## config.mk

```make
export PLATFORM = sky130hd
export DESIGN_NAME = sprite_tile_expander
export DESIGN_NICKNAME = d
export VERILOG_FILES = /design/src/rtl/ste_pkg.sv /design/src/rtl/sprite_tile_expander.sv /design/src/rtl/ste_front.sv /design/src/rtl/ste_queue.sv /design/src/rtl/ste_back.sv
export SDC_FILE = /design/constraint.sdc
export NUM_CORES = 1
export LEC_CHECK = 0
export ABC_AREA = 1
export BUFFER_PORTS_ARGS = -buffer_cell sky130_fd_sc_hd__buf_2
export CAP_MARGIN = 20
export CORE_MARGIN = 1.5
export CORE_UTILIZATION = 30
export DETAILED_ROUTE_END_ITERATION = 7
export GPL_TIMING_DRIVEN = 0
export PLACE_DENSITY_LB_ADDON = 0.2
export SLEW_MARGIN = 10
export SYNTH_ARGS = -nofsm -noshare
export SYNTH_HDL_FRONTEND = slang
export SYNTH_SLANG_ARGS = --single-unit
```

## constraint.sdc

```tcl
create_clock -name clk -period 3.5 [get_ports clk]
set_input_delay 0.175 -clock clk [delete_from_list [all_inputs] [get_ports clk]]
set_output_delay 0.175 -clock clk [all_outputs]
set_load 0.02 [all_outputs]
```

## src/rtl/ste_pkg.sv

```systemverilog
// shared types, constants and helpers for the sprite tile expander
// no dependencies; imported by every module of the block
`timescale 1ns / 1ps

package ste_pkg;

  // attribute word bit positions
  localparam int ATTR_FLIP_X  = 0;
  localparam int ATTR_FLIP_Y  = 1;
  localparam int ATTR_ENABLE  = 2;
  localparam int ATTR_PRIO    = 5;
  localparam int ATTR_FLICKER = 6;

  // color/size word fields
  localparam int CSW_PAL_LO  = 4;
  localparam int CSW_PAL_HI  = 7;
  localparam int CSW_SIZE_LO = 0;
  localparam int CSW_SIZE_HI = 1;

  // field widths
  localparam int WORD_W   = 16;
  localparam int PAL_W    = 4;
  localparam int SCROLL_W = 9;
  localparam int TX_W     = 18;
  localparam int TY_W     = 17;
  localparam int SLOG_W   = 2;
  localparam int POS_W    = 3;
  localparam int OFS_W    = 6;

  // queue depth between front and back
  localparam int QDEPTH = 2;
  localparam int QPTR_W = 1;
  localparam int QCNT_W = 2;

  // one drawable sprite, as handed from front to back
  typedef struct packed {
    logic [WORD_W-1:0] tile_base;
    logic [PAL_W-1:0]  palette;
    logic [TX_W-1:0]   x_start;
    logic [WORD_W-1:0] y_start;
    logic              mirror_x;
    logic              mirror_y;
    logic [SLOG_W-1:0] size_log;
  } sprite_desc_t;

  // queue occupancy flags
  typedef struct packed {
    logic empty;
    logic full;
  } queue_status_t;

  // bit-interleaved tile offset: col0,row0,col1,row1,col2,row2
  function automatic logic [OFS_W-1:0] interleave(input logic [POS_W-1:0] col,
                                                  input logic [POS_W-1:0] row);
    interleave = {row[2], col[2], row[1], col[1], row[0], col[0]};
  endfunction

endpackage

```

## src/rtl/sprite_tile_expander.sv

```systemverilog
// Sprite tile expander. Each accepted sprite beat is tested against enable,
// flicker/frame parity and the priority pass; a sprite that is drawn becomes
// size*size tile beats (1, 4, 16 or 64), rows outer and columns inner, one
// beat per clock from the back-end tile counter while the sink does not
// stall. A sprite that is not drawn is never queued and produces nothing;
// like any sprite beat it is held while the queue is full. A two-entry queue
// lets the front take sprites while the back is still expanding earlier
// ones. The scroll register is written through the cfg channel, which is
// always ready; write it only while the block is idle.
// Depends on ste_pkg, ste_front, ste_queue and ste_back.
`timescale 1ns / 1ps

module sprite_tile_expander import ste_pkg::*; (
  input  logic                       clk,
  input  logic                       rst,
  input  logic                       cfg_valid,
  output logic                       cfg_ready,
  input  logic signed [SCROLL_W-1:0] scroll_offset,
  input  logic                       in_valid,
  output logic                       in_stall,
  input  logic [WORD_W-1:0]          attr_word,
  input  logic [WORD_W-1:0]          tile_base,
  input  logic [WORD_W-1:0]          color_size_word,
  input  logic [WORD_W-1:0]          y_pos,
  input  logic [WORD_W-1:0]          x_pos,
  input  logic                       frame_odd,
  input  logic                       priority_pass,
  output logic                       out_valid,
  input  logic                       out_stall,
  output logic [WORD_W-1:0]          tile_code,
  output logic [PAL_W-1:0]           palette,
  output logic signed [TX_W-1:0]     tile_x,
  output logic [TY_W-1:0]            tile_y,
  output logic                       mirror_x,
  output logic                       mirror_y,
  output logic                       last
);

  queue_status_t qstat;
  logic          push;
  logic          pop;
  sprite_desc_t  push_desc;
  sprite_desc_t  head;

  // classify and build descriptors
  ste_front u_front (
    .clk             (clk),
    .rst             (rst),
    .cfg_valid       (cfg_valid),
    .cfg_ready       (cfg_ready),
    .scroll_offset   (scroll_offset),
    .in_valid        (in_valid),
    .in_stall        (in_stall),
    .attr_word       (attr_word),
    .tile_base       (tile_base),
    .color_size_word (color_size_word),
    .y_pos           (y_pos),
    .x_pos           (x_pos),
    .frame_odd       (frame_odd),
    .priority_pass   (priority_pass),
    .qstat           (qstat),
    .push            (push),
    .push_desc       (push_desc)
  );

  // decoupling queue
  ste_queue u_queue (
    .clk       (clk),
    .rst       (rst),
    .push      (push),
    .push_desc (push_desc),
    .pop       (pop),
    .head      (head),
    .qstat     (qstat)
  );

  // tile expansion
  ste_back u_back (
    .clk       (clk),
    .rst       (rst),
    .head      (head),
    .qstat     (qstat),
    .pop       (pop),
    .out_valid (out_valid),
    .out_stall (out_stall),
    .tile_code (tile_code),
    .palette   (palette),
    .tile_x    (tile_x),
    .tile_y    (tile_y),
    .mirror_x  (mirror_x),
    .mirror_y  (mirror_y),
    .last      (last)
  );

endmodule

```

## src/rtl/ste_front.sv

```systemverilog
// front end: accepts sprite beats, holds the scroll register, drops sprites
// not drawn this pass and builds a descriptor for the queue; uses ste_pkg
`timescale 1ns / 1ps

module ste_front import ste_pkg::*; (
  input  logic                       clk,
  input  logic                       rst,
  input  logic                       cfg_valid,
  output logic                       cfg_ready,
  input  logic signed [SCROLL_W-1:0] scroll_offset,
  input  logic                       in_valid,
  output logic                       in_stall,
  input  logic [WORD_W-1:0]          attr_word,
  input  logic [WORD_W-1:0]          tile_base,
  input  logic [WORD_W-1:0]          color_size_word,
  input  logic [WORD_W-1:0]          y_pos,
  input  logic [WORD_W-1:0]          x_pos,
  input  logic                       frame_odd,
  input  logic                       priority_pass,
  input  queue_status_t              qstat,
  output logic                       push,
  output sprite_desc_t               push_desc
);

  logic signed [SCROLL_W-1:0] scroll;
  logic                       drawn;

  // scroll register, always ready for a write
  assign cfg_ready = 1'b1;

  always_ff @(posedge clk) begin
    if (rst) begin
      scroll <= '0;
    end else if (cfg_valid) begin
      scroll <= scroll_offset;
    end
  end

  // hold the source while the queue has no room
  assign in_stall = qstat.full;

  // draw test: enabled, flicker only on odd frames, priority matches pass
  assign drawn = attr_word[ATTR_ENABLE]
              && (!attr_word[ATTR_FLICKER] || frame_odd)
              && (attr_word[ATTR_PRIO] == priority_pass);

  assign push = in_valid && !qstat.full && drawn;

  // descriptor build, x already offset by scroll
  always_comb begin
    push_desc.tile_base = tile_base;
    push_desc.palette   = color_size_word[CSW_PAL_HI:CSW_PAL_LO];
    push_desc.x_start   = TX_W'({2'b00, x_pos}) + TX_W'(signed'(scroll));
    push_desc.y_start   = y_pos;
    push_desc.mirror_x  = attr_word[ATTR_FLIP_X];
    push_desc.mirror_y  = attr_word[ATTR_FLIP_Y];
    push_desc.size_log  = color_size_word[CSW_SIZE_HI:CSW_SIZE_LO];
  end

endmodule

```

## src/rtl/ste_queue.sv

```systemverilog
// short descriptor queue between front and back ends
// uses ste_pkg for the descriptor type and depth
`timescale 1ns / 1ps

module ste_queue import ste_pkg::*; (
  input  logic          clk,
  input  logic          rst,
  input  logic          push,
  input  sprite_desc_t  push_desc,
  input  logic          pop,
  output sprite_desc_t  head,
  output queue_status_t qstat
);

  sprite_desc_t      mem [QDEPTH];
  logic [QPTR_W-1:0] wr_ptr;
  logic [QPTR_W-1:0] rd_ptr;
  logic [QCNT_W-1:0] count;

  assign qstat.empty = (count == '0);
  assign qstat.full  = (count == QCNT_W'(QDEPTH));
  assign head        = mem[rd_ptr];

  // storage write
  always_ff @(posedge clk) begin
    if (push) begin
      mem[wr_ptr] <= push_desc;
    end
  end

  // pointers and fill count
  always_ff @(posedge clk) begin
    if (rst) begin
      wr_ptr <= '0;
      rd_ptr <= '0;
      count  <= '0;
    end else begin
      if (push) begin
        wr_ptr <= wr_ptr + 1'b1;
      end
      if (pop) begin
        rd_ptr <= rd_ptr + 1'b1;
      end
      unique case ({push, pop})
        2'b10:   count <= count + 1'b1;
        2'b01:   count <= count - 1'b1;
        default: count <= count;
      endcase
    end
  end

endmodule

```

## src/rtl/ste_back.sv

```systemverilog
// back end: walks the tiles of the queue head, rows outer, columns inner,
// into an output register; uses ste_pkg
`timescale 1ns / 1ps

module ste_back import ste_pkg::*; (
  input  logic                   clk,
  input  logic                   rst,
  input  sprite_desc_t           head,
  input  queue_status_t          qstat,
  output logic                   pop,
  output logic                   out_valid,
  input  logic                   out_stall,
  output logic [WORD_W-1:0]      tile_code,
  output logic [PAL_W-1:0]       palette,
  output logic signed [TX_W-1:0] tile_x,
  output logic [TY_W-1:0]        tile_y,
  output logic                   mirror_x,
  output logic                   mirror_y,
  output logic                   last
);

  logic [POS_W-1:0] row;
  logic [POS_W-1:0] col;
  logic [POS_W-1:0] size_m1;
  logic [POS_W-1:0] cpos;
  logic [POS_W-1:0] rpos;
  logic             load;
  logic             tile_last;
  logic             col_end;

  // tile position within the sprite, mirrored under flip
  assign size_m1   = POS_W'((4'd1 << head.size_log) - 4'd1);
  assign cpos      = head.mirror_x ? (size_m1 - col) : col;
  assign rpos      = head.mirror_y ? (size_m1 - row) : row;
  assign col_end   = (col == size_m1);
  assign tile_last = col_end && (row == size_m1);

  // issue a beat when a sprite waits and the output register is free
  assign load = !qstat.empty && (!out_valid || !out_stall);
  assign pop  = load && tile_last;

  // row and column counters
  always_ff @(posedge clk) begin
    if (rst) begin
      row <= '0;
      col <= '0;
    end else if (load) begin
      if (tile_last) begin
        row <= '0;
        col <= '0;
      end else if (col_end) begin
        row <= row + 1'b1;
        col <= '0;
      end else begin
        col <= col + 1'b1;
      end
    end
  end

  // output valid
  always_ff @(posedge clk) begin
    if (rst) begin
      out_valid <= 1'b0;
    end else if (load) begin
      out_valid <= 1'b1;
    end else if (!out_stall) begin
      out_valid <= 1'b0;
    end
  end

  // output payload
  always_ff @(posedge clk) begin
    if (load) begin
      tile_code <= head.tile_base + WORD_W'(interleave(col, row));
      palette   <= head.palette;
      tile_x    <= signed'(head.x_start + TX_W'({cpos, 3'b000}));
      tile_y    <= TY_W'({1'b0, head.y_start}) + TY_W'({rpos, 3'b000});
      mirror_x  <= head.mirror_x;
      mirror_y  <= head.mirror_y;
      last      <= tile_last;
    end
  end

endmodule

```

==> results of run 1 <==
area by class of cell:
cell class | instances | area, um2 | share of cell area (%)
clock inverter | 15 | 175.2 | 1.490
sequential | 195 | 5649 | 48.04
tap | 396 | 495.5 | 4.214
clock buffer | 17 | 425.4 | 3.618
buffer | 12 | 117.6 | 1.000
multi-input combinational | 563 | 3322 | 28.25
timing repair buffer | 192 | 1281 | 10.90
inverter | 76 | 292.8 | 2.490
cells by family (layout without fill, tap and decap cells):
kind of cell             after synthesis  count (layout)  share of synthesized area [%]
multiplexers                           3               3                         0.3213
XOR/XNOR                              41              41                          3.843
flip-flops                           195             195                          60.41
AND/OR/NAND/NOR                      398             398                          20.20
adder cells (fa/ha/maj)               42              42                          6.105
other                                  1               1                        0.04013
AO/OA/AOI/OAI                         78              78                          4.753
buffers and inverters                 89             312                          4.324
power breakdown:
part / total [mW] / leakage, nW / switching, mW / internal [mW]
combinational: 0.542 / 2.84 / 0.329 / 0.212
clock: 1.99 / 0.276 / 0.920 / 1.07
sequential: 2.67 / 1.75 / 0.0281 / 2.64
cell usage in the layout, fill, tap and decap left out, types with 4 or more instances in the layout:
master	count
nand2_2	18
buf_2	136
buf_4	5
clkbuf_16	17
clkinvlp_4	5
nor2_2	8
inv_1	71
a21oi_1	29
dlygate4sd3_1	50
edfxtp_1	174
nand3_1	35
nor2_1	57
nor2_4	7
o21ai_1	4
ha_1	36
nand4_1	5
o21ai_0	26
buf_6	4
or2_2	5
nand3_2	7
nand3b_1	4
nor3_1	4
fa_1	6
o21ai_2	9
dfxtp_1	20
xor2_1	27
buf_12	6
nand2_1	223
nand2_4	14
xnor2_1	14
a21o_1	4
worst min-delay path: stages:
cell,delay (ns)
buf_2,0.07
o21ai_0,0.07
a21oi_1,0.11
sequential cells by signal, summed over array words and instances (netlist names), 2 cells and up, named ones only:
| signal | count |
|---|---|
| u_back.col | 3 |
| u_back.palette | 4 |
| u_back.row | 3 |
| u_back.tile_code | 16 |
| u_back.tile_x | 18 |
| u_back.tile_y | 17 |
| u_front.scroll | 9 |
| u_queue.count | 2 |
| u_queue.mem | 116 |
stage by stage:
| stage | area, um2 | total power [mW] |
|---|---|---|
| after floorplan | 9348 | 3.041 |
| after CTS | 11720 | 5.276 |
| after global placement | 10510 | 3.211 |
| after detailed placement | 10600 | 3.221 |
| after global routing | 11760 | 5.420 |
| final | 11760 | 5.200 |
timing repair:
| item | CTS | global route |
|---|---|---|
| endpoints found under the hold margin | 91 | 0 |
| endpoints found under the setup margin | 11 | 4 |
| gates resized for setup | 6 | 4 |
| pin swaps | 0 | 3 |
| setup buffers | 0 | 4 |
| hold buffers | 50 | 0 |
routing by layer:
| metal | global-route usage [%] | wire length, um | up-vias |
|---|---|---|---|
| li1 | - | - | 3277 |
| met1 | 15.86 | 9222 | 2910 |
| met2 | 22.69 | 9843 | 129 |
| met3 | 3.302 | 911 | 16 |
| met4 | 4.000 | 269 | 0 |
| met5 | 0 | 0 | - |
worst paths after layout:
| path | startpoint | to | slack, ns | cells past startpoint |
|---|---|---|---|---|
| worst max-delay path | register | u_back.tile_y[13] | 0.27 | 18 |
| worst min-delay path | scroll_offset[8] | u_front.scroll[8] | 0.03 | 3 |
| worst max register to register | register | u_back.tile_y[13] | 0.27 | 18 |
| worst min register to register | u_queue.rd_ptr | register | 0.50 | 2 |
==> results.yml, run 1 <==
synth:
  ys_seq_area_share_pct: 60.41
  syn_nets: 985
  yosys_warnings: 0
  syn_inst: 847
  synth_area_leaders: "edfxtp_1 56%, nand2_1 9.0%, ha_1 4.8%"
  synth_top_area_cell: "edfxtp_1"
  ys_types: 41
  synth_area_um2: 9345
  synth.avg_cell_area_um2: 11.03
  synth_common_cells: "223 x nand2_1, 174 x edfxtp_1, 73 x inv_1, 60 x nor2_1, 36 x ha_1"
  synth_most_common_cell: "nand2_1"
  synth-seq-cells: 195
  synth_top_area_share_pct: 55.91
  synth_edf_count: 174
  async_flop_share_pct: 0
  synth_ff_type: "edfxtp_1"
power:
  leakagePower_nw: 4.872
  vdd_drop_max_v: 0.0003037
  power_density_nw_per_um2: 442.2
sta:
  whs_ns: 0.02695
  finalMaxSlewViolations: 0
  rsz0062_at_grt: "no"
  post-route-min-period_ns: 3.228
  finalSetupViolations: 0
  fin_ws_ns: 0.2718
  finalClockSkew_ns: 0.01166
  max_freq_mhz: 309.8
  min_period_over_period_pct: 92.24
  setup_tns_ns: 0
  hold_viol_final: 0
  worst_pin_slew_ns: 0.5792
  relSlewSlack_pct: 61.13
clock_network:
  cts.path.max_buffers: 2
  clk_transition_reported_paths_ns: 0.07
  insertion_delay_ns: 0.43
  root_buffer: "clkbuf_16"
  cts_buffers: 17
  clkSinkCount: 195
  htree_levels: 4
  cts_tree: "yes"
placed_design:
  place_hpwl_um: 14660
  dpl_worst_slack_ns: -0.3151
  dp_cells: 1381
  port_buffers: 134
  gp_congestion: 0.7803
die:
  pin_count: 157
  chipWidth_um: 179.5
  start_util_pct: 30.55
  row_count: 64
  dieArea_um2: 32220
  core_area_um2: 30590
  die_y_um: 179.5
worst_setup_path:
  cp_common_cell: "inv_1"
  worstPathArrival_ns: 3.42
  cp_slowest_stage_delay_ns: 0.47
  cpMaxStageDelayCell: "fa_1"
  cp_cell_sequence: "buf_6 -> nand2_4 -> nand2_4 -> nor2_4 -> ha_1 -> inv_1 -> fa_1 -> nand2_1 -> o21ai_2 -> inv_1 -> fa_1 -> inv_1 -> a21oi_1 -> nor2_2 -> nand3_2 -> nor2_2 -> xor2_1 -> inv_1"
  start_kind: "register"
  crit_family: "adder cells"
  critPathCaptureType: "register"
  cp_max_fo: 10
  crit_required_ns: 3.69
  path_buf_inv: 5
  path_class: "register to register"
cells_and_area:
  antenna_cells: 0
  nFillCells: 3037
  drive_above_1_share_pct: 24.39
  finalNetCount: 1195
  instances_no_fill: 1466
  fin_util_pct: 38.44
  area_growth_pct: 25.83
route:
  dr.pass1.iters: 4
  drcViolationCount: 0
  viasPerCell: 4.319
  drtIter0Drc: 244
  wl_per_cell_um: 13.81
  ant_nets: 0
  vias: 6332
  drt-total-wl_um: 20250
global_route:
  grt_max_degree: 34
  track_usage_pct: 13.06
  grt_pass1_wl_um: 32570
  grt_pass1_vias: 6317
  grt_overflow_total: 0
  antenna_found_initial: 0
job:
  drv_cap: 0
status:
  outcome: "finished, final reports clean"
worst_hold_path:
  hold_class: "primary input to register"
No activity file was read; power rests on OpenSTA's default activity.
==> run 2, diff against run 1 <==
--- a/config.mk
+++ b/config.mk
@@ -12,5 +12,4 @@
 export CORE_UTILIZATION = 30
 export DETAILED_ROUTE_END_ITERATION = 7
-export GPL_TIMING_DRIVEN = 0
 export PLACE_DENSITY_LB_ADDON = 0.2
 export SLEW_MARGIN = 10
==> constraint.sdc (replaced) <==
create_clock -name clk -period 3.5 [get_ports clk]
set_input_delay 0.7 -clock clk [delete_from_list [all_inputs] [get_ports clk]]
set_output_delay 0.7 -clock clk [all_outputs]
set_load 0.02 [all_outputs]
==> run 2 against run 1 <==
Effect of this change:
- setup slack lost 0.0029 ns
- worst hold slack gained 0.43 ns
- clock power shrank 4%
- cell area shrank 5.6%
- combinational power shrank 11%
- non-clock buffer count shrank 57
- first-iteration DRC count shrank 0.82%
- largest power group unchanged
- highest routed layer unchanged
==> results.yml, run 2 (synthesis gave the netlist of run 1 again) <==
worst_setup_path:
  cpMaxStageDelayCell: "fa_1"
  start_kind: "register"
  cp_common_cell: "inv_1"
  worstPathArrival_ns: 3.43
  crit_family: "adder cells"
  cp_max_fo: 5
  cp_cell_sequence: "inv_2 -> nand2_1 -> nand2_4 -> nor2_2 -> ha_1 -> inv_1 -> fa_1 -> nand2_1 -> o21ai_0 -> inv_1 -> fa_1 -> inv_1 -> a21oi_1 -> nor2_2 -> nand3_4 -> nor2_2 -> xor2_1 -> inv_1"
  crit_required_ns: 3.69
  cp_slowest_stage_delay_ns: 0.47
  path_buf_inv: 5
  critPathCaptureType: "register"
  path_class: "register to register"
global_route:
  antenna_found_initial: 0
  grt_overflow_total: 0
  track_usage_pct: 12.27
  grt_pass1_wl_um: 30880
  grt_pass1_vias: 5909
  grt_max_degree: 39
cells_and_area:
  top_regs: "u_queue.mem: 116 flops, u_back.tile_x: 18 flops, u_back.tile_y: 17 flops"
  layout_common_cells: "223 x nand2_1, 174 x edfxtp_1, 134 x buf_2, 71 x inv_1, 57 x nor2_1"
  regMostFlops: "u_queue.mem"
  area_growth_pct: 18.77
  largest_register_ff_count: 116
  finalNetCount: 1138
  drive_above_1_share_pct: 25.17
  instances_no_fill: 1410
  final_common_cell: "nand2_1"
clock_network:
  cts_tree: "yes"
  cts_hold_buf: 0
  clkSinkCount: 195
  cts.path.max_buffers: 2
  insertion_delay_ns: 0.43
  postCtsSetupBuffers: 0
  root_buffer: "clkbuf_16"
  htree_levels: 4
  clk_transition_reported_paths_ns: 0.08
  cts_buffers: 17
route:
  highest_layer: "met4"
  drt-met1-wl_um: 8394
  dr_wl_met2_um: 9528
  wl_per_cell_um: 13.50
  dr.pass1.iters: 4
  vias: 6034
  dr_wl_met3_um: 896
  drtIter0Drc: 242
  ant_nets: 0
  drt-total-wl_um: 19040
  viasPerCell: 4.279
  drcViolationCount: 0
job:
  drv_cap: 0
sta:
  rsz0062_at_grt: "no"
  finalSetupViolations: 0
  post-route-min-period_ns: 3.231
  min_period_over_period_pct: 92.32
  relSlewSlack_pct: 64.24
  setup_tns_ns: 0
  max_freq_mhz: 309.5
  finalMaxSlewViolations: 0
  finalClockSkew_ns: 0.01302
  hold_viol_final: 0
  worst_pin_slew_ns: 0.5358
die:
  row_count: 64
  start_util_pct: 30.55
  dieArea_um2: 32220
  die_y_um: 179.5
  pin_count: 157
  chipWidth_um: 179.5
  core_area_um2: 30590
worst_hold_path:
  hp-start: "tile_base[12]"
  hold_class: "primary input to register"
power:
  power_density_nw_per_um2: 456.7
  vdd_drop_max_v: 0.0003019
  leakagePower_nw: 4.616
placed_design:
  dp_cells: 1377
  gp_congestion: 0.7890
  port_buffers: 134
  place_hpwl_um: 13760
status:
  outcome: "finished, final reports clean"
## run 2: cell count changes in the layout (fill, tap and decap cells not counted), sizes merged
| cell | before | now |
|---|---|---|
| dlygate4sd3 | 50 | 0 |
| inv | 79 | 83 |
| clkbuf | 20 | 17 |
| buf | 151 | 147 |
| bufinv | 2 | 0 |
| clkinv | 5 | 7 |
| clkinvlp | 5 | 1 |
| diode | 0 | 1 |
## run 2: timing repair
item                                    in CTS  in global routing
gates resized for setup                      0                  3
endpoints found under the setup margin       0                  2
endpoints found under the hold margin        0                  0
## run 2: power by group
| group | internal, mW | leakage, nW | switching, mW | total (mW) |
|---|---|---|---|---|
| clock network | 0.957 | 0.282 | 0.964 | 1.92 |
| registers | 2.64 | 1.75 | 0.0276 | 2.66 |
| logic | 0.170 | 2.58 | 0.313 | 0.484 |
| total | 3.76 | 4.62 | 1.30 | 5.07 |
## run 2: path summary, 6_finish.rpt
check	end	slack, ns	cells past startpoint
setup / recovery	u_back.tile_y[13]	0.27	18
hold / removal	u_queue.mem[1][54]	0.45	1
setup reg to reg	u_back.tile_y[13]	0.27	18
hold reg to reg	u_back.out_valid	0.49	2
## run 2: per-layer routing
| layer | global-route usage, % | vias to the layer above |
|---|---|---|
| li1 | - | 3160 |
| met3 | 3.160 | 15 |
| met4 | 3.600 | 0 |
| met1 | 14.67 | 2753 |
| met5 | 0 | - |
| met2 | 21.63 | 106 |
## run 2: area by class of cell
cell class	instances	area (um2)
clock buffers	17	425.4
flip-flops and latches	195	5649
diodes	1	2.502
well taps	396	495.5
clock inverters	15	157.7
repair buffers	147	768.2
fillers	3066	19490
inverters	76	285.3
multi-input cells	563	3316
## run 2: per-stage QoR
step | total power, mW | util, % | hold WS, ns | setup slack (ns) | instance area [um2]
after floorplan | 3.041 | - | 0.4590 | 0.3045 | 9348
after global placement | 3.204 | 34.33 | 0.4720 | 0.1372 | 10500
after detailed placement | 3.210 | 34.33 | 0.4816 | 0.07986 | 10500
after CTS | 5.155 | 36.24 | 0.4287 | 0.07929 | 11080
after global routing | 5.296 | 36.28 | 0.4259 | 0.01386 | 11100
final | 5.069 | 36.29 | 0.4545 | 0.2688 | 11100
## run 2: worst register-to-register path, delay by kind of cell (launching register included)
family / cells / cell delay [ns]
flip-flops: 1 / 0.38
buffers and inverters: 5 / 0.34
XOR/XNOR: 1 / 0.14
AND/OR/NAND/NOR: 7 / 0.81
adder cells (fa/ha/maj): 3 / 1.09
AO/OA/AOI/OAI: 2 / 0.24
==> run 3, diff against run 2 <==
Settings changed: ABC_AREA 1 to not set, PLACE_DENSITY_LB_ADDON 0.2 to not set.
==> run 3 against run 2 <==
Effect of this change:
- setup slack worse by 0.096 ns
- sequential power is essentially flat
- register-to-register slack worse by 0.096 ns
- synthesized cell count is 24% lower
- critical path type unchanged
- sequential share of layout area grew 0.95 points
- clock skew fell by 0.0011 ns
- maximum frequency shrank 2.9%
- critical path depth fell by 3
- cell area is 1.8% lower
- routed wire length down 5.6%
==> results.yml, run 3 <==
clock_network:
  clk_transition_reported_paths_ns: 0.08
  insertion_delay_ns: 0.43
  root_buffer: "clkbuf_16"
  cts_tree: "yes"
  cts_buffers: 17
  clkSinkCount: 195
  cts.path.max_buffers: 2
  cts_hold_buf: 0
  htree_levels: 4
placed_design:
  gp_congestion: 0.7746
  place_hpwl_um: 12660
  port_buffers: 134
  dpl_cell_area_um2: 10250
  dp_cells: 1163
worst_hold_path:
  min_path_cells: 1
  hold_class: "primary input to register"
  holdPathEnd: "u_queue.mem[1][0]"
  hp-start: "color_size_word[0]"
worst_setup_path:
  r2r_slack_ns: 0.17
  r2r-end: "u_back.tile_x[13]"
  cp_cell_sequence: "mux2_4 -> a211oi_4 -> ha_1 -> inv_1 -> fa_1 -> xnor2_1 -> nand2_1 -> xnor2_2 -> ha_1 -> a21oi_2 -> nor3_4 -> buf_4 -> nand3_1 -> xor2_1 -> mux2i_1"
  start_kind: "register"
  cp_max_fo: 7
  cp_slowest_stage_delay_ns: 0.39
  path_class: "register to register"
  cpMaxStageDelayCell: "dfxtp_4"
  crit_required_ns: 3.66
  reg2reg_depth: 15
  critPathCaptureType: "register"
  worstPathArrival_ns: 3.49
  cp_common_cell: "ha_1"
route:
  drt-total-wl_um: 17970
  vias: 5423
  ant_nets: 0
  drtIter0Drc: 233
  dr_wl_met3_um: 890
  dr.pass1.iters: 5
  wl_per_cell_um: 15.01
  drcViolationCount: 0
  dr_wl_met2_um: 8861
  drt-met1-wl_um: 8022
  highest_layer: "met5"
  viasPerCell: 4.530
die:
  core_area_um2: 29720
  row_count: 63
  pin_count: 157
  chipWidth_um: 176.8
  die_y_um: 176.8
  start_util_pct: 30.50
  dieArea_um2: 31270
power:
  vdd_drop_max_v: 0.0002536
  power.total_mw: 5.073
  leakagePower_nw: 3.920
  power_density_nw_per_um2: 465.6
synth:
  syn_nets: 784
  synth_area_leaders: "edfxtp_1 58%, ha_1 5.0%, dfxtp_1 4.6%"
  synth_top_area_cell: "edfxtp_1"
  synth_area_um2: 9065
  synth-seq-cells: 195
  synth_most_common_cell: "edfxtp_1"
  synth_top_area_share_pct: 57.64
  synth_edf_count: 174
  synth_common_cells: "174 x edfxtp_1, 36 x ha_1, 36 x xnor2_1, 35 x a21oi_1, 35 x nor2_1"
  ys_seq_area_share_pct: 62.28
  ys_types: 60
  async_flop_share_pct: 0
  yosys_warnings: 0
  syn_inst: 646
  synth.avg_cell_area_um2: 14.03
  synth_ff_type: "edfxtp_1"
sta:
  min_period_over_period_pct: 95.06
  finalMaxSlewViolations: 0
  post-route-min-period_ns: 3.327
  rsz0062_at_grt: "yes"
  hold_viol_final: 0
  whs_ns: 0.4529
  worst_pin_slew_ns: 0.9287
  finalSetupViolations: 0
  relSlewSlack_pct: 38.09
  finalClockSkew_ns: 0.01195
  max_freq_mhz: 300.6
global_route:
  grt_overflow_total: 0
  grt_pass1_vias: 5399
  grt_max_degree: 63
  track_usage_pct: 12.00
  antenna_found_initial: 1
  grt_pass1_wl_um: 28500
cells_and_area:
  instances_no_fill: 1197
  fin_area_um2: 10900
  drive_above_1_share_pct: 28.00
  regMostFlops: "u_queue.mem"
  largest_register_ff_count: 116
  antenna_cells: 0
  area_growth_pct: 20.19
  top_regs: "u_queue.mem: 116 flops, u_back.tile_x: 18 flops, u_back.tile_y: 17 flops"
  final_common_cell: "edfxtp_1"
  finalNetCount: 932
  fin_util_pct: 36.66
  layout_common_cells: "174 x edfxtp_1, 134 x buf_2, 36 x ha_1, 35 x xnor2_1"
job:
  drv_cap: 0
status:
  outcome: "finished, final reports clean"
-- run 3: changes by cell type in the layout (fill, tap and decap cells not counted), sizes merged, moves of 28 or more --
cell,change
nand2,-222
nand3,-28
mux2,+28
inv,-56
mux2i,+31
nor2,-37
-- run 3: per-layer routing --
layer	GRT usage, %	vias up
met5	0	-
met4	3.496	2
met3	3.351	16
met2	20.92	113
met1	14.38	2577
li1	-	2715
-- run 3: logic make-up after synthesis --
| group | count (synthesis) | synth area share [%] |
|---|---|---|
| fa+ha+maj | 42 | 6.294 |
| other cells | 1 | 0.04137 |
| compound gates | 106 | 7.743 |
| mux | 62 | 7.274 |
| buf+inv | 36 | 1.946 |
| flops | 195 | 62.28 |
| xor+xnor | 68 | 6.570 |
| simple gates | 136 | 7.854 |
-- run 3: final cells by class --
class                           count  area (um2)
Clock buffer                       17       425.4
Clock inverter                     15       187.7
Fill cell                        2912       18820
Inverter                           20       75.07
Multi-Input combinational cell    415        3292
Sequential cell                   195        5649
Tap cell                          390       488.0
Timing Repair Buffer              145       778.2
-- run 3: power breakdown --
| group | leakage [nW] | internal [mW] | switching [mW] |
|---|---|---|---|
| sequential | 1.75 | 2.63 | 0.0273 |
| combinational | 1.88 | 0.169 | 0.259 |
| clock | 0.294 | 1.03 | 0.956 |
| total | 3.92 | 3.83 | 1.24 |
-- run 3: stage by stage --
stage          worst slack [ns]  setup TNS, ns
2_1_floorplan          0.005327              0
3_3_place_gp             0.1331              0
3_5_place_dp             0.1031              0
4_1_cts                 0.07143              0
5_1_grt               -0.004687      -0.007028
6_report                 0.1729              0
-- run 3: worst max path at each step --
stage / end / slack [ns] / cells past startpoint
2_1_floorplan: u_back.tile_y[13] / 0.005 / 17
3_3_place_gp: u_back.tile_x[15] / 0.13 / 14
3_5_place_dp: u_back.tile_x[15] / 0.10 / 14
4_1_cts: u_back.tile_x[15] / 0.07 / 14
5_1_grt: u_back.tile_y[12] / -0.005 / 13
6_report: u_back.tile_x[13] / 0.17 / 15
-- run 3: timing repair --
item / 4_1_cts / 5_1_grt
setup buffers: 0 / 2
endpoints found under the hold margin: 0 / 0
setup endpoints to repair: 0 / 9
gates resized for setup: 0 / 5
-- run 3: critical path: cells and delay by family (launching register included) --
family | cells | cell delay, ns
xor gates and xnor gates | 3 | 0.47
DFF | 1 | 0.39
AOI/OAI and AO/OA | 2 | 0.43
adders and majority gates | 3 | 0.90
buffers and inverters | 2 | 0.22
muxes | 2 | 0.41
and+or+nand+nor | 3 | 0.23
